==> config.mk <==
export PLATFORM = sky130hd
export DESIGN_NAME = utf8_to_ascii_transliterator_flat
export DESIGN_NICKNAME = d
export VERILOG_FILES = /design/src/rtl/core/utat_pkg.sv /design/src/rtl/core/utat_in_if.sv /design/src/rtl/core/utat_out_if.sv /design/src/rtl/core/utat_cfg.sv /design/src/rtl/core/utat_seq.sv /design/src/rtl/core/utat_outq.sv /design/src/rtl/core/utf8_to_ascii_transliterator.sv /design/src/flat_wrapper.sv
export SDC_FILE = /design/constraint.sdc
export NUM_CORES = 1
export LEC_CHECK = 0
export BUFFER_PORTS_ARGS = -buffer_cell sky130_fd_sc_hd__buf_2
export CORE_MARGIN = 1.5
export CORE_UTILIZATION = 51
export CTS_CLUSTER_DIAMETER = 100
export DETAILED_ROUTE_END_ITERATION = 6
export PLACE_DENSITY = 0.78
export SYNTH_ARGS = -nofsm -noshare
export SYNTH_HDL_FRONTEND = slang
export SYNTH_SLANG_ARGS = --single-unit
==> constraint.sdc <==
create_clock -name clk_i -period 4.03 [get_ports clk_i]
set_input_delay 0.2015 -clock clk_i [delete_from_list [all_inputs] [get_ports clk_i]]
set_output_delay 0.2015 -clock clk_i [all_outputs]
set_load 0.005 [all_outputs]
==> src/rtl/core/utat_pkg.sv <==
// ----------------------------------------------------------------------------
// utat_pkg
// Types, constants and the sequence decode function of the UTF-8 to ASCII
// transliterator.
// ----------------------------------------------------------------------------
package utat_pkg;

  localparam int unsigned CfgAddrW = 3;
  localparam int unsigned CfgDataW = 32;
  localparam int unsigned MaxRes   = 3;

  // register map, byte addresses 4*index
  localparam logic [CfgAddrW-1:0] AddrUnknown = 3'd0;
  localparam logic [CfgAddrW-1:0] AddrDegree  = 3'd4;

  localparam logic [7:0] UnknownReset = 8'd63;
  localparam logic [7:0] DegreeReset  = 8'd127;

  localparam logic [7:0] LeadTwo    = 8'hC2;
  localparam logic [7:0] LeadThree  = 8'hE2;
  localparam logic [7:0] LeadFourMk = 8'hF8;
  localparam logic [7:0] LeadFour   = 8'hF0;
  localparam logic [7:0] ContDegree = 8'hB0;
  localparam logic [7:0] ContNbsp   = 8'hA0;
  localparam logic [7:0] ContPunct  = 8'h80;
  localparam logic [7:0] ContMisc   = 8'h9A;
  localparam logic [7:0] ContWarn   = 8'hA0;

  localparam logic [7:0] GlyphSpace = 8'h20;
  localparam logic [7:0] GlyphDash  = 8'h2D;
  localparam logic [7:0] GlyphApos  = 8'h27;
  localparam logic [7:0] GlyphQuote = 8'h22;
  localparam logic [7:0] GlyphDot   = 8'h2E;
  localparam logic [7:0] GlyphBang  = 8'h21;

  typedef struct packed {
    logic [7:0] unknown_code;
    logic [7:0] degree_code;
  } cfg_t;

  typedef struct packed {
    logic [7:0] glyph;
    logic [2:0] len;
  } dec_t;

  // results of one input byte, glyph[0] is delivered first
  typedef struct packed {
    logic [1:0]             cnt;
    logic [MaxRes-1:0][7:0] glyph;
  } res_t;

  function automatic logic [2:0] seq_len(logic [7:0] c);
    logic [2:0] l;
    l = 3'd1;
    if (!c[7]) begin
      l = 3'd1;
    end else if (c == LeadTwo) begin
      l = 3'd2;
    end else if (c == LeadThree) begin
      l = 3'd3;
    end else if ((c & LeadFourMk) == LeadFour) begin
      l = 3'd4;
    end
    return l;
  endfunction

  // decode one sequence starting at b0 with avail bytes left
  function automatic dec_t decode(logic [7:0] b0, logic [7:0] b1, logic [7:0] b2,
                                  logic [2:0] avail, cfg_t cfg);
    dec_t       r;
    logic [2:0] need;
    need    = seq_len(b0);
    r.glyph = cfg.unknown_code;
    r.len   = 3'd1;
    if (!b0[7]) begin
      r.glyph = b0;
    end else if (need == 3'd1 || avail < need) begin
      r.len = 3'd1;
    end else if (need == 3'd2) begin
      r.len = 3'd2;
      if (b1 == ContDegree) begin
        r.glyph = cfg.degree_code;
      end else if (b1 == ContNbsp) begin
        r.glyph = GlyphSpace;
      end
    end else if (need == 3'd3) begin
      r.len = 3'd3;
      if (b1 == ContPunct) begin
        if (b2 inside {8'h93, 8'h94, 8'h95}) begin
          r.glyph = GlyphDash;
        end else if (b2 inside {8'h98, 8'h99, 8'hA2}) begin
          r.glyph = GlyphApos;
        end else if (b2 inside {8'h9C, 8'h9D}) begin
          r.glyph = GlyphQuote;
        end else if (b2 == 8'hA6) begin
          r.glyph = GlyphDot;
        end
      end else if (b1 == ContMisc && b2 == ContWarn) begin
        r.glyph = GlyphBang;
      end
    end else begin
      r.len = 3'd4;
    end
    return r;
  endfunction

endpackage

==> src/rtl/core/utat_in_if.sv <==
// ----------------------------------------------------------------------------
// utat_in_if
// Byte input channel: valid/ready with the raw byte and end-of-buffer flag.
// ----------------------------------------------------------------------------
interface utat_in_if;
  logic       valid;
  logic       ready;
  logic [7:0] in_byte;
  logic       buffer_end;

  modport source (output valid, output in_byte, output buffer_end, input ready);
  modport sink   (input valid, input in_byte, input buffer_end, output ready);
endinterface

==> src/rtl/core/utat_out_if.sv <==
// ----------------------------------------------------------------------------
// utat_out_if
// Glyph output channel: valid/ready with the display character and run flag.
// ----------------------------------------------------------------------------
interface utat_out_if;
  logic       valid;
  logic       ready;
  logic [7:0] glyph;
  logic       run_end;

  modport source (output valid, output glyph, output run_end, input ready);
  modport sink   (input valid, input glyph, input run_end, output ready);
endinterface

==> src/rtl/core/utat_cfg.sv <==
// ----------------------------------------------------------------------------
// utat_cfg
// APB register file: unknown code and degree code.
// ----------------------------------------------------------------------------
module utat_cfg
  import utat_pkg::*;
(
  input  logic                clk_i,
  input  logic                rst_ni,
  input  logic                psel,
  input  logic                penable,
  input  logic                pwrite,
  input  logic [CfgAddrW-1:0] paddr,
  input  logic [CfgDataW-1:0] pwdata,
  output logic [CfgDataW-1:0] prdata,
  output logic                pready,
  output cfg_t                cfg_o
);

  logic [7:0] unknown_q, unknown_d;
  logic [7:0] degree_q, degree_d;
  logic       wr_en;
  logic       sel_degree;

  assign pready     = 1'b1;
  assign wr_en      = psel && penable && pwrite && pready;
  assign sel_degree = paddr[2];

  always_comb begin
    unknown_d = unknown_q;
    degree_d  = degree_q;
    if (wr_en) begin
      if (sel_degree) begin
        degree_d = pwdata[7:0];
      end else begin
        unknown_d = pwdata[7:0];
      end
    end
  end

  always_ff @(posedge clk_i or negedge rst_ni) begin
    if (!rst_ni) begin
      unknown_q <= UnknownReset;
      degree_q  <= DegreeReset;
    end else begin
      unknown_q <= unknown_d;
      degree_q  <= degree_d;
    end
  end

  always_comb begin
    prdata = '0;
    if (sel_degree) begin
      prdata[7:0] = degree_q;
    end else begin
      prdata[7:0] = unknown_q;
    end
  end

  assign cfg_o.unknown_code = unknown_q;
  assign cfg_o.degree_code  = degree_q;

endmodule

==> src/rtl/core/utat_seq.sv <==
// ----------------------------------------------------------------------------
// utat_seq
// Pending sequence store and single-pass decode of one input byte into
// zero to three glyphs.
// ----------------------------------------------------------------------------
module utat_seq
  import utat_pkg::*;
(
  input  logic       clk_i,
  input  logic       rst_ni,
  input  logic       xfer_i,
  input  logic [7:0] in_byte_i,
  input  logic       buffer_end_i,
  input  cfg_t       cfg_i,
  output res_t       res_o
);

  logic [2:0][7:0] buf_q;
  logic [1:0]      fill_q, fill_d;
  logic [3:0][7:0] arr;
  logic [2:0]      n;
  logic [2:0]      p2;
  logic            complete;
  dec_t            d0, d1, d2;

  // lay the new byte behind the pending ones
  always_comb begin
    for (int i = 0; i < 3; i++) begin
      arr[i] = (fill_q == i[1:0]) ? in_byte_i : buf_q[i];
    end
    arr[3] = in_byte_i;
  end

  assign n        = {1'b0, fill_q} + 3'd1;
  assign complete = n >= seq_len(arr[0]);

  // a partial flush only ever restarts at offset one, then offset two
  assign d0 = decode(arr[0], arr[1], arr[2], n, cfg_i);
  assign d1 = decode(arr[1], arr[2], arr[3], n - 3'd1, cfg_i);
  assign d2 = decode(arr[2], arr[3], 8'h00, n - 3'd2, cfg_i);
  assign p2 = 3'd1 + d1.len;

  always_comb begin
    res_o.cnt   = 2'd0;
    res_o.glyph = {d2.glyph, d1.glyph, d0.glyph};
    fill_d      = fill_q;
    if (buffer_end_i) begin
      fill_d    = 2'd0;
      res_o.cnt = 2'd1;
      if (d0.len < n) begin
        res_o.cnt = 2'd2;
        if (p2 < n) begin
          res_o.cnt = 2'd3;
        end
      end
    end else if (complete) begin
      fill_d    = 2'd0;
      res_o.cnt = 2'd1;
    end else begin
      fill_d = n[1:0];
    end
  end

  always_ff @(posedge clk_i or negedge rst_ni) begin
    if (!rst_ni) begin
      fill_q <= 2'd0;
    end else if (xfer_i) begin
      fill_q <= fill_d;
    end
  end

  always_ff @(posedge clk_i) begin
    if (xfer_i && !buffer_end_i && !complete) begin
      buf_q[fill_q] <= in_byte_i;
    end
  end

`ifndef NO_ASSERTIONS
  // only a four-byte lead can leave three bytes pending
  a_fill3_lead: assert property (@(posedge clk_i) disable iff (!rst_ni)
    fill_q == 2'd3 |-> (buf_q[0] & LeadFourMk) == LeadFour)
    else $error("three bytes pending without a four-byte lead");
`endif

endmodule

==> src/rtl/core/utat_outq.sv <==
// ----------------------------------------------------------------------------
// utat_outq
// Result register: holds the glyphs of one input byte and delivers them one
// transfer per cycle while the output is ready.
// ----------------------------------------------------------------------------
module utat_outq
  import utat_pkg::*;
(
  input  logic              clk_i,
  input  logic              rst_ni,
  input  logic              in_valid_i,
  output logic              in_ready_o,
  input  res_t              res_i,
  utat_out_if.source        out_o
);

  logic [MaxRes-1:0][7:0] glyph_q;
  logic [1:0]             cnt_q;
  logic                   take;
  logic                   load;

  assign take       = out_o.valid && out_o.ready;
  assign in_ready_o = (cnt_q == 2'd0) || (cnt_q == 2'd1 && out_o.ready);
  assign load       = in_valid_i && in_ready_o;

  always_ff @(posedge clk_i or negedge rst_ni) begin
    if (!rst_ni) begin
      cnt_q <= 2'd0;
    end else if (load) begin
      cnt_q <= res_i.cnt;
    end else if (take) begin
      cnt_q <= cnt_q - 2'd1;
    end
  end

  always_ff @(posedge clk_i) begin
    if (load) begin
      glyph_q <= res_i.glyph;
    end else if (take) begin
      glyph_q[0] <= glyph_q[1];
      glyph_q[1] <= glyph_q[2];
    end
  end

  assign out_o.valid   = cnt_q != 2'd0;
  assign out_o.glyph   = glyph_q[0];
  assign out_o.run_end = cnt_q == 2'd1;

`ifndef NO_ASSERTIONS
  a_load_empty: assert property (@(posedge clk_i) disable iff (!rst_ni)
    load |-> (cnt_q == 2'd0 || (cnt_q == 2'd1 && take)))
    else $error("result register overwritten with glyphs pending");
  a_drain: assert property (@(posedge clk_i) disable iff (!rst_ni)
    (take && !load) |=> cnt_q == $past(cnt_q) - 2'd1)
    else $error("pending count lost track of a transfer");
  a_load_cnt: assert property (@(posedge clk_i) disable iff (!rst_ni)
    load |=> cnt_q == $past(res_i.cnt))
    else $error("result count not loaded");
`endif

endmodule

==> src/rtl/core/utf8_to_ascii_transliterator.sv <==
// Latency: a glyph is offered the cycle after the transfer of the byte that
// completes its sequence; bytes held in a pending sequence give no glyph.
// Throughput: one byte per cycle while each byte yields at most one glyph and
// the output is ready; a buffer-end flush yielding more than one glyph holds
// input while the single result register drains one glyph per output transfer.
// Reset: asynchronous; clears pending count and result count, codes 63/127.
// ----------------------------------------------------------------------------
// utf8_to_ascii_transliterator
// Top level: APB registers, sequence decode and result register.
// ----------------------------------------------------------------------------
module utf8_to_ascii_transliterator
  import utat_pkg::*;
(
  input  logic                clk_i,
  input  logic                rst_ni,
  utat_in_if.sink             in_i,
  utat_out_if.source          out_o,
  input  logic                psel,
  input  logic                penable,
  input  logic                pwrite,
  input  logic [CfgAddrW-1:0] paddr,
  input  logic [CfgDataW-1:0] pwdata,
  output logic [CfgDataW-1:0] prdata,
  output logic                pready
);

  cfg_t cfg;
  res_t res;
  logic in_ready;
  logic in_xfer;

  assign in_i.ready = in_ready;
  assign in_xfer    = in_i.valid && in_ready;

  utat_cfg u_cfg (
    .clk_i   (clk_i),
    .rst_ni  (rst_ni),
    .psel    (psel),
    .penable (penable),
    .pwrite  (pwrite),
    .paddr   (paddr),
    .pwdata  (pwdata),
    .prdata  (prdata),
    .pready  (pready),
    .cfg_o   (cfg)
  );

  utat_seq u_seq (
    .clk_i        (clk_i),
    .rst_ni       (rst_ni),
    .xfer_i       (in_xfer),
    .in_byte_i    (in_i.in_byte),
    .buffer_end_i (in_i.buffer_end),
    .cfg_i        (cfg),
    .res_o        (res)
  );

  utat_outq u_outq (
    .clk_i      (clk_i),
    .rst_ni     (rst_ni),
    .in_valid_i (in_i.valid),
    .in_ready_o (in_ready),
    .res_i      (res),
    .out_o      (out_o)
  );

endmodule

==> src/flat_wrapper.sv <==
// flat-port wrapper written by rule: the top's interface ports become plain ports
module utf8_to_ascii_transliterator_flat import utat_pkg::*;
  (clk_i, rst_ni, psel, penable, pwrite, paddr, pwdata, prdata, pready, in_i_valid, in_i_in_byte, in_i_buffer_end, in_i_ready, out_o_valid, out_o_glyph, out_o_run_end, out_o_ready);
  utat_in_if in_i_i ();
  utat_out_if out_o_i ();
  input  logic clk_i;
  input  logic rst_ni;
  input  logic psel;
  input  logic penable;
  input  logic pwrite;
  input  logic [CfgAddrW-1:0] paddr;
  input  logic [CfgDataW-1:0] pwdata;
  output logic [CfgDataW-1:0] prdata;
  output logic pready;
  input wire logic [$bits(in_i_i.valid)-1:0] in_i_valid;
  input wire logic [$bits(in_i_i.in_byte)-1:0] in_i_in_byte;
  input wire logic [$bits(in_i_i.buffer_end)-1:0] in_i_buffer_end;
  output wire logic [$bits(in_i_i.ready)-1:0] in_i_ready;
  output wire logic [$bits(out_o_i.valid)-1:0] out_o_valid;
  output wire logic [$bits(out_o_i.glyph)-1:0] out_o_glyph;
  output wire logic [$bits(out_o_i.run_end)-1:0] out_o_run_end;
  input wire logic [$bits(out_o_i.ready)-1:0] out_o_ready;
  assign in_i_i.valid = in_i_valid;
  assign in_i_i.in_byte = in_i_in_byte;
  assign in_i_i.buffer_end = in_i_buffer_end;
  assign in_i_ready = in_i_i.ready;
  assign out_o_valid = out_o_i.valid;
  assign out_o_glyph = out_o_i.glyph;
  assign out_o_run_end = out_o_i.run_end;
  assign out_o_i.ready = out_o_ready;
  utf8_to_ascii_transliterator u_core (.clk_i(clk_i), .rst_ni(rst_ni), .in_i(in_i_i), .out_o(out_o_i), .psel(psel), .penable(penable), .pwrite(pwrite), .paddr(paddr), .pwdata(pwdata), .prdata(prdata), .pready(pready));
endmodule
==> out/summary.txt, run 1 <==
relative slew slack - 38.6%
GR Overflow Total - 0
layout cells sized above 1 - 26.1%
hold path cells - 2
Die Height - 104 µm
Vias - 4396
R2R Path Start - u_core.u_seq.fill_q[0]
nets - 635
Clock Tree Buf Depth - 2
Gate Count Post-Synth - 522
Fmax - 258 MHz
Leakage - 2.17 nW
Crit Path Max Fanout - 13
reg-to-reg endpoint - u_core.u_outq.glyph_q[13]
Synth Warn # - 0
Seq/Total Area, Yosys - 37.9%
Clock Sinks - 68
crit path capture type - flop
EDFF count, synth - 48
Fill cells - 879
crit path DAT - 4.04 ns
share of the core filled with cells - 58.6%
number of global-route vias before repair - 4237
Global Route Usage Sum - 26.3%
Startpoint Class - flop
Clock Latency Late Sink - 0.37 ns
Setup Crit Path Kind - flop to flop
Initial Util - 52.8%
H-Tree Level Count - 3
RSZ-0062 raised after global routing - false
maximum VDD drop - 326 µV
cell area after synthesis - 0.00516 mm²
placed insts - 686
core area - 0.00977 mm²
Fin Clk Skew - 0.0135 ns
post-DP HPWL - 10.5 mm
final hold vios - 0
clock slew at reported path FFs - 0.08 ns
Hold Crit Class - primary input to flop
setup violators final - 0
first-pass detailed-route iteration total - 6
final non-filler cell total - 703
Worst EP required - 4.19 ns
Routed wire per std cell - 19.9 µm
ys async rst share - 29.4%
initial antenna violation count - 0
initial drt markers - 422
CTS tree - yes
buffers added on ports - 43
min Tclk post-route - 3.87 ns
vias per cell - 6.25
max-slew violations - 0
Area Growth Syn to Fin - 11.1%
Avg Cell Area, Syn - 9.89 µm²
Die Area - 0.0107 mm²
Ports - 95
Main synth FF type - edfxtp_1
cts bufs inserted - 9
worst reg2reg setup slack - 0.16 ns
WL final - 14.0 mm
Tcrit/Tclk final - 96.1%
global-route wire length before repair - 22.0 mm
flops & latches, synth - 68
DP Worst Slack - -0.184 ns
Cell variety after synth - 83
Setup TNS - 0 ns
GP Congestion - 0.980
largest net degree at the start of global routing - 33
Final ANT Viol Nets - 0
Hold Crit Start - pwdata[7]
pwr dens - 488 mW/mm²
Worst Max-Slew Pin Slew - 0.898 ns
Setup WS post-layout - 0.157 ns
count of maximum capacitance violations - 0
root buf cell - clkbuf_8
Core Rows - 36
status - finished clean
DRC - 0
hold endpoint - u_core.u_cfg.unknown_q[7]
die width - 104 µm
Antenna diodes - 0
postcts setup bufs - 0
reg2reg path depth - 10
-- repair_timing --
action,in CTS,in global routing
hold buffers,1,0
pin swaps,0,0
setup endpoints to repair,5,32
endpoints found under the hold margin,7,0
gates resized for setup,3,6
-- synth_stat cells (all sizes together), types with 4 or more instances --
| cell type | number | area (µm²) |
|---|---|---|
| or3b | 4 | 35.0 |
| o21ai | 32 | 160 |
| dfstp | 13 | 342 |
| a31oi | 14 | 87.6 |
| clkbuf | 18 | 67.6 |
| mux2i | 16 | 160 |
| a21oi | 27 | 135 |
| nor3 | 6 | 35.0 |
| inv | 16 | 60.1 |
| o211ai | 9 | 67.6 |
| mux2 | 31 | 349 |
| nand2 | 35 | 131 |
| o21a | 5 | 37.5 |
| nor2b | 12 | 75.1 |
| a311oi | 5 | 43.8 |
| nor2 | 17 | 63.8 |
| and3 | 9 | 56.3 |
| nand2b | 4 | 25.0 |
| buf | 40 | 292 |
| edfxtp | 48 | 1440 |
| nand3 | 13 | 65.1 |
| a22o | 6 | 52.6 |
| nor4b | 6 | 58.8 |
| ha | 19 | 238 |
| dfrtp | 7 | 175 |
| a22oi | 6 | 50.1 |
| a21boi | 6 | 52.6 |
| and2 | 10 | 62.6 |
| nand3b | 8 | 60.1 |
-- state kept, by name, indices dropped and copies added (netlist names) --
| signal | cells |
|---|---|
| u_core.u_seq.buf_q | 24 |
| u_core.u_outq.glyph_q | 16 |
| u_core.u_cfg.degree_q | 8 |
| u_core.u_cfg.unknown_q | 8 |
| u_core.u_outq.out_o.glyph | 8 |
| u_core.u_outq.cnt_q | 2 |
| u_core.u_seq.fill_q | 2 |
-- layout by cell type (no fill, tap or decap), types with 16 or more instances in the layout --
cell,Yosys,routed
mux2_2,31,31
o21ai_0,32,31
nor2_1,17,16
inv_1,16,16
buf_2,2,43
nand2_1,35,35
conb_1,2,25
buf_4,33,23
edfxtp_1,48,48
a21oi_1,27,27
mux2i_1,16,16
ha_1,19,18
-- power breakdown --
| group | leakage, nW | switching, W | internal (W) | total (W) |
|---|---|---|---|---|
| registers | 0.671 | 0.0000966 | 0.000949 | 0.00105 |
| logic | 1.38 | 0.000621 | 0.000465 | 0.00109 |
| clock network | 0.123 | 0.000291 | 0.000376 | 0.000667 |
-- worst max-delay path: stages, from the launching register on --
cell      delay [ns]
dfrtp_1         0.38
inv_1           0.16
ha_1            0.54
buf_4           0.29
nor4bb_1        0.46
o211ai_1        0.25
o2bb2a_1        0.40
a311oi_1        0.34
o211ai_1        0.23
and2_1          0.25
o41ai_2         0.35
-- per-stage QoR --
step	total power, W	cell area, µm²	hold slack [ns]
floorplan	0.00179	5250	-0.0941
global placement	0.00205	5440	0.174
detailed placement	0.00210	5440	0.191
CTS	0.00278	5710	0.0656
global route	0.00294	5730	0.0783
finish	0.00280	5730	0.0670
-- layer usage --
layer / vias to the layer above / track usage, % / routed length [µm]
met5: - / 0 / 0
met4: 0 / 13.2 / 501
met3: 40 / 3.52 / 827
met2: 222 / 43.9 / 6660
met1: 2102 / 33.4 / 5980
li1: 2032 / - / -
-- layout make-up --
type / count / area [µm²] / area share (%)
multi-input cells: 402 / 2900 / 50.6
flip-flops and latches: 68 / 1960 / 34.2
repair buffers: 67 / 398 / 6.94
inverters: 17 / 63.8 / 1.11
well taps: 133 / 166 / 2.90
clock inverters: 2 / 17.5 / 0.306
clock buffers: 14 / 228 / 3.97
-- cell families after synthesis --
family / count (synthesis) / share of synthesized area (%)
AO/OA/AOI/OAI: 150 / 20.3
XOR/XNOR: 5 / 0.849
adder cells (fa/ha/maj): 19 / 4.61
buffers and inverters: 75 / 8.19
flip-flops: 68 / 37.9
multiplexers: 47 / 9.87
other: 2 / 0.146
AND/OR/NAND/NOR: 156 / 18.1
-- worst max path at each step --
| stage | start | end | slack, ns | cells after the start |
|---|---|---|---|---|
| floorplan | u_core.u_seq.fill_q[0] | u_core.u_outq.out_o.glyph[4] | 0.22 | 13 |
| global placement | u_core.u_seq.fill_q[1] | u_core.u_outq.out_o.glyph[4] | -0.003 | 14 |
| detailed placement | u_core.u_seq.fill_q[1] | u_core.u_outq.out_o.glyph[4] | -0.18 | 14 |
| CTS | u_core.u_seq.fill_q[1] | u_core.u_outq.out_o.glyph[4] | 0.02 | 13 |
| global route | u_core.u_seq.fill_q[0] | u_core.u_outq.glyph_q[13] | 0.01 | 10 |
| finish | u_core.u_seq.fill_q[0] | u_core.u_outq.glyph_q[13] | 0.16 | 10 |
(Power assumes the default switching activity.)
==> inputs of run 2 (changes only) <==
CORE_UTILIZATION = 52   (was 51)
PLACE_DENSITY = 0.79   (was 0.78)
SYNTH_HIERARCHICAL = 1   (was default)
==> run 2 against run 1 <==
- combinational power rose by 8%
- register-to-register slack improved by 0.14 ns
- worst hold slack improved by 0.033 ns
- sequential share of layout area fell by 0.49 points
- critical path type unchanged
- largest power group unchanged
==> out/summary.txt, run 2 <==
status - finished clean
worst reg2reg setup slack - 0.30 ns (+0.14 ns)
maximum VDD drop - 283 µV (-13%)
GR Overflow Total - 0 (unchanged)
R2R Path Start - u_core/u_seq/fill_q[1]
Worst Max-Slew Pin Slew - 1.20 ns (+0.306 ns)
share of the core filled with cells - 58.9% (+0.30 points)
Synth area leaders - edfxtp_1, mux2_2, dfstp_2
Worst EP required - 4.32 ns (+0.13 ns)
largest register by flop count - u_core/u_seq/buf_q
DP Worst Slack - 0.175 ns (+0.359 ns)
Routed wire per std cell - 20.1 µm (+1.3%)
Main synth FF type - edfxtp_1
Ports - 95 (unchanged)
Hold Crit Start - pwdata[5]
buffers added on ports - 43 (unchanged)
WL final - 14.1 mm (+0.86%)
core area - 0.00986 mm² (+0.92%)
GP Congestion - 0.979 (-0.12%)
Area Growth Syn to Fin - 9.39%
clock slew at reported path FFs - 0.08 ns (about the same)
H-Tree Level Count - 3 (unchanged)
final non-filler cell total - 700 (-0.43%)
top cells by count, synth - edfxtp_1, mux2_2, buf_4, nand2_1, a21oi_1
max-slew violations - 0 (unchanged)
RSZ-0062 raised after global routing - false
min Tclk post-route - 3.73 ns (-0.140 ns)
Global Route Usage Sum - 25.9% (-0.32 points)
first-pass detailed-route iteration total - 5 (-1)
post-DP HPWL - 10.6 mm (+0.87%)
root buf cell - clkbuf_8
Design Power - 0.00282 W (+0.79%)
Setup TNS - 0 ns (unchanged)
vias per cell - 6.35 (+1.6%)
crit path DAT - 4.03 ns (about the same)
Tcrit/Tclk final - 92.6% (-3.5 points)
Clock Sinks - 68 (unchanged)
max reg flops - 24 (unchanged)
top flop regs - u_core/u_seq/buf_q: 24 flops, u_core/u_outq/glyph_q: 16 flops
layout cells sized above 1 - 29.1% (+3.0 points)
commonest non-fill, non-tap cells in the layout - edfxtp_1, buf_2, mux2_2
Fin Clk Skew - 0.0118 ns (-0.00175 ns)
most frequent cell after synthesis - edfxtp_1
Initial Util - 53.9% (+1.1 points)
placed insts - 683 (-0.44%)
Clock Latency Late Sink - 0.35 ns (-0.02 ns)
Avg Cell Area, Syn - 10.3 µm² (+3.8%)
relative slew slack - 17.5% (-21 points)
Setup Crit Path Kind - flop to flop
initial drt markers - 357 (-15%)
crit path capture type - flop
Fmax - 268 MHz (+3.7%)
reg-to-reg endpoint - u_core/u_outq/cnt_q[0]
Cell variety after synth - 85 (+2.4%)
Vias - 4448 (+1.2%)
number of global-route vias before repair - 4112 (-3.0%)
Core Rows - 36 (unchanged)
final hold vios - 0 (unchanged)
share of the synthesized area in the top cell type - 27.1% (-0.81 points)
Leakage - 2.30 nW (+5.7%)
most common cell after layout, fill and taps aside - edfxtp_1
Seq/Total Area, Yosys - 36.8% (-1.1 points)
hold endpoint - u_core/u_cfg/degree_q[5]
nets - 632 (-0.47%)
ys async rst share - 29.4% (unchanged)
cts bufs inserted - 9 (unchanged)
Gate Count Post-Synth - 518 (-0.77%)
DRC - 0 (unchanged)
reg2reg path depth - 17 (+7)
CTS tree - yes
Die Height - 104 µm (+0.48%)
Startpoint Class - flop
Clock Tree Buf Depth - 2 (unchanged)
setup violators final - 0 (unchanged)
pwr dens - 485 mW/mm² (-0.64%)
EDFF count, synth - 48 (unchanged)
Final ANT Viol Nets - 0 (unchanged)
initial antenna violation count - 0 (unchanged)
count of maximum capacitance violations - 0 (unchanged)
flops & latches, synth - 68 (unchanged)
Hold Crit Class - primary input to flop
cell area after synthesis - 0.00532 mm² (+3.0%)
largest net degree at the start of global routing - 22 (-33%)
Crit Path Max Fanout - 6 (-7)
Die Area - 0.0108 mm² (+0.97%)
Synth Warn # - 6 (+6)
die width - 104 µm (+0.48%)
Setup WS post-layout - 0.297 ns (+0.140 ns)
global-route wire length before repair - 21.9 mm (-0.25%)
hold path cells - 2 (unchanged)
Antenna diodes - 0 (unchanged)
largest area contributor in the netlist - edfxtp_1
run 2: cell types whose count changed after synthesis, moves of 6 or more:
cell	previous run	this run
mux2i_1	16	23
mux2_4	0	8
nor3_1	5	11
nor2_1	17	26
o21ai_0	32	18
mux2_2	31	40
a31oi_1	14	2
nor2b_1	12	5
run 2: critical path, cell delays in order, from the launching register on:
cell	delay, ns
dfrtp_1	0.43
inv_1	0.17
ha_2	0.29
nand4b_1	0.16
and2_1	0.24
or2_2	0.31
ha_1	0.23
o31ai_2	0.27
a211oi_1	0.13
and3_1	0.20
ha_1	0.20
xnor2_1	0.16
ha_1	0.26
a21oi_1	0.14
nand2_1	0.09
a21oi_1	0.14
nand4b_1	0.11
o211a_1	0.15
run 2: worst max path at each step:
stage	startpoint	end	slack, ns	cells past startpoint
3_3_place_gp	u_core/u_seq/fill_q[1]	u_core/u_outq/cnt_q[0]	0.30	18
4_1_cts	u_core/u_seq/fill_q[1]	u_core/u_outq/cnt_q[0]	0.15	18
2_1_floorplan	u_core/u_seq/fill_q[0]	u_core/u_outq/cnt_q[0]	0.09	18
3_5_place_dp	u_core/u_seq/fill_q[1]	u_core/u_outq/cnt_q[0]	0.17	18
6_report	u_core/u_seq/fill_q[1]	u_core/u_outq/cnt_q[0]	0.30	17
5_1_grt	u_core/u_seq/fill_q[1]	u_core/u_outq/cnt_q[0]	0.06	18
run 2: cells by family after synthesis:
kind of cell / after synthesis / share of synthesized area (%)
compound gates: 118 / 16.2
xor+xnor: 3 / 0.494
flops: 68 / 36.8
simple gates: 164 / 18.6
buf+inv: 73 / 8.19
fa+ha+maj: 19 / 4.47
other cells: 2 / 0.141
mux: 71 / 15.1
run 2: layout make-up:
class | count | area [µm²]
clock buffer | 13 | 191
clock inverter | 3 | 22.5
fill | 807 | 4050
inverter | 20 | 77.6
multi-input combinational | 400 | 3030
sequential | 68 | 1960
tap | 133 | 166
timing repair buffer | 63 | 368
run 2: repair_timing:
| item | 4_1_cts | 5_1_grt |
|---|---|---|
| resized for setup | 0 | 5 |
| hold buffers | 1 | 0 |
| setup buffers | 0 | 0 |
| hold endpoints to repair | 7 | 0 |
| endpoints found under the setup margin | 0 | 4 |
run 2: report_power, final:
part,internal [W],switching (W)
Sequential,0.000942,0.000103
Combinational,0.000530,0.000646
Clock,0.000319,0.000281
run 2: metal layers:
layer | global-route usage (%) | share of wire (%) | vias up
li1 | - | - | 2006
met1 | 33.8 | 41 | 2128
met2 | 42.4 | 47 | 263
met3 | 4.51 | 8.5 | 51
met4 | 11.2 | 3.3 | 0
met5 | 0 | 0 | -
run 2: stage by stage:
step	hold WS (ns)	area, µm²
after floorplan	-0.0941	5400
after global placement	0.175	5570
after detailed placement	0.190	5570
after CTS	0.0874	5790
after global routing	0.0913	5810
final	0.0997	5810
==> inputs of run 3 (changes only) <==
CORE_UTILIZATION = 53   (was 52)
CTS_BUF_LIST = sky130_fd_sc_hd__clkbuf_8   (was default)
PLACE_DENSITY = 0.8   (was 0.79)
==> run 3 against run 2 <==
- count of clock-buffer cells in the layout is 4 lower
- global-route usage grew 1.9 points
- worst setup slack got worse by 0.043 ns
- core utilization grew 1.1 points
- fmax decreased by 1.1%
- routed wire length up 0.50%
- die area shrank 1.8%
- register-to-register slack got worse by 0.04 ns
- combinational power about the same
- cell area up 0.39%
- first-iteration DRC count up 34%
- critical endpoint unchanged
- highest routed layer unchanged
==> out/summary.txt, run 3 (synthesis gave the netlist of run 2 again) <==
crit path DAT - 4.07 ns (+0.04 ns)
initial antenna violation count - 0 (unchanged)
Ports - 95 (unchanged)
Die Area - 0.0106 mm² (-1.8%)
Setup TNS - 0 ns (unchanged)
DRC - 0 (unchanged)
initial drt markers - 479 (+34%)
Leakage - 2.30 nW (+0.11%)
Design Power - 0.00283 W (+0.45%)
status - finished clean
Global Route Usage Sum - 27.8% (+1.9 points)
crit path capture type - flop
Design Area, Final - 0.00584 mm² (+0.39%)
placed insts - 683 (unchanged)
top flop regs - u_core/u_seq/buf_q: 24 flops, u_core/u_outq/glyph_q: 16 flops
Crit Path Max Fanout - 8 (+2)
final hold vios - 0 (unchanged)
Clock Sinks - 68 (unchanged)
Routed wire per std cell - 20.2 µm (+0.50%)
post-DP HPWL - 10.4 mm (-1.4%)
Antenna diodes - 0 (unchanged)
GP Congestion - 0.970 (-0.96%)
CTS tree - yes
Fin Clk Skew - 0.0110 ns (-0.000794 ns)
setup violators final - 0 (unchanged)
clock slew at reported path FFs - 0.08 ns (about the same)
max reg flops - 24 (unchanged)
Vias - 4482 (+0.76%)
Hold Slack - 0.0906 ns (-0.00908 ns)
largest register by flop count - u_core/u_seq/buf_q
Area Growth Syn to Fin - 9.82%
Tcrit/Tclk final - 93.7% (+1.1 points)
WL final - 14.2 mm (+0.50%)
GR Overflow Total - 0 (unchanged)
Worst Max-Slew Pin Slew - 1.09 ns (-0.117 ns)
Core Rows - 36 (unchanged)
H-Tree Level Count - 3 (unchanged)
buffers added on ports - 43 (unchanged)
count of maximum capacitance violations - 0 (unchanged)
Worst EP required - 4.32 ns (about the same)
global-route wire length before repair - 22.1 mm (+0.57%)
Hold Crit Class - primary input to flop
min Tclk post-route - 3.78 ns (+0.0434 ns)
relative slew slack - 25.5% (+8.0 points)
Die Height - 103 µm (-0.92%)
Clock Latency Late Sink - 0.35 ns (about the same)
Setup Crit Path Kind - flop to flop
vias per cell - 6.40 (+0.76%)
final non-filler cell total - 700 (unchanged)
nets - 632 (unchanged)
Startpoint Class - flop
most common cell after layout, fill and taps aside - edfxtp_1
Fmax - 265 MHz (-1.1%)
commonest non-fill, non-tap cells in the layout - edfxtp_1, buf_2, mux2_2
placed instance area - 0.00557 mm² (unchanged)
layout cells sized above 1 - 29.3% (+0.18 points)
maximum VDD drop - 250 µV (-12%)
max-slew violations - 0 (unchanged)
Clock Tree Buf Depth - 2 (unchanged)
cts bufs inserted - 9 (unchanged)
first-pass detailed-route iteration total - 6 (+1)
root buf cell - clkbuf_8
Initial Util - 54.6% (+0.75 points)
number of global-route vias before repair - 4112 (unchanged)
Final ANT Viol Nets - 0 (unchanged)
die width - 103 µm (-0.92%)
pwr dens - 486 mW/mm² (about the same)
core area - 0.00973 mm² (-1.4%)
largest net degree at the start of global routing - 26 (+18%)
[run 3: cell types whose count changed in the layout (fill, tap and decap cells not counted), moves of 2 or more]
cell | before | now
bufinv_16 | 0 | 2
ha_2 | 2 | 0
clkbuf_16 | 2 | 0
clkinv_4 | 0 | 2
ha_1 | 16 | 18
inv_6 | 2 | 0
[run 3: layout make-up]
type / count / area, µm²
clock buffers: 9 / 124
fillers: 858 / 3890
well taps: 133 / 166
clock inverters: 7 / 92.6
repair buffers: 63 / 372
multi-input cells: 400 / 3050
flip-flops and latches: 68 / 1960
inverters: 20 / 77.6
[run 3: final timing paths]
check	from	to	slack, ns	depth (start not counted)
worst max-delay path	u_core/u_seq/fill_q[0]	u_core/u_outq/cnt_q[0]	0.25	17
worst min-delay path	pwdata[6]	u_core/u_cfg/unknown_q[6]	0.09	2
worst max register to register	u_core/u_seq/fill_q[0]	u_core/u_outq/cnt_q[0]	0.25	17
worst min register to register	u_core/u_outq/glyph_q[11]	u_core/u_outq/out_o.glyph[3]	0.56	1
max in group asynchronous	rst_ni	u_core/u_cfg/degree_q[1]	3.32	2
min in group asynchronous	rst_ni	u_core/u_cfg/unknown_q[7]	0.35	2
[run 3: per-layer routing]
metal	routed length, µm	track usage (%)
met4	549	12.8
met1	5690	38.1
met5	0	0
met2	6510	43.4
met3	1410	4.54
[run 3: power by group]
group | switching [W] | internal (W) | total, W
Sequential | 0.000105 | 0.000943 | 0.00105
Combinational | 0.000638 | 0.000527 | 0.00117
Clock | 0.000273 | 0.000347 | 0.000620
Total | 0.00102 | 0.00182 | 0.00283
[run 3: per-stage QoR]
step	util, %	setup slack, ns
global placement	57.2	0.301
detailed placement	57.2	0.201
finish	60.0	0.253
floorplan	-	0.0868
CTS	59.6	0.172
global route	60.0	-0.00608
[run 3: what timing repair did]
action	in CTS	in global routing
hold endpoints to repair	7	0
gates resized for setup	0	8
endpoints found under the setup margin	0	2
buffers inserted	0	0
hold buffers	1	0
[run 3: worst max-delay path, cell delays in order, from the launching register on]
cell and delay (ns):
dfrtp_1 0.39, buf_4 0.18, ha_1 0.26, nand4bb_1 0.25, and2_1 0.23, or2_2 0.31, ha_1 0.25, o31ai_4 0.28
a211oi_2 0.12, and3_1 0.21, ha_1 0.21, xnor2_1 0.16, ha_1 0.26, a21oi_1 0.15, nand2_1 0.07, a21oi_1 0.13
nand4b_1 0.11, o211a_1 0.14
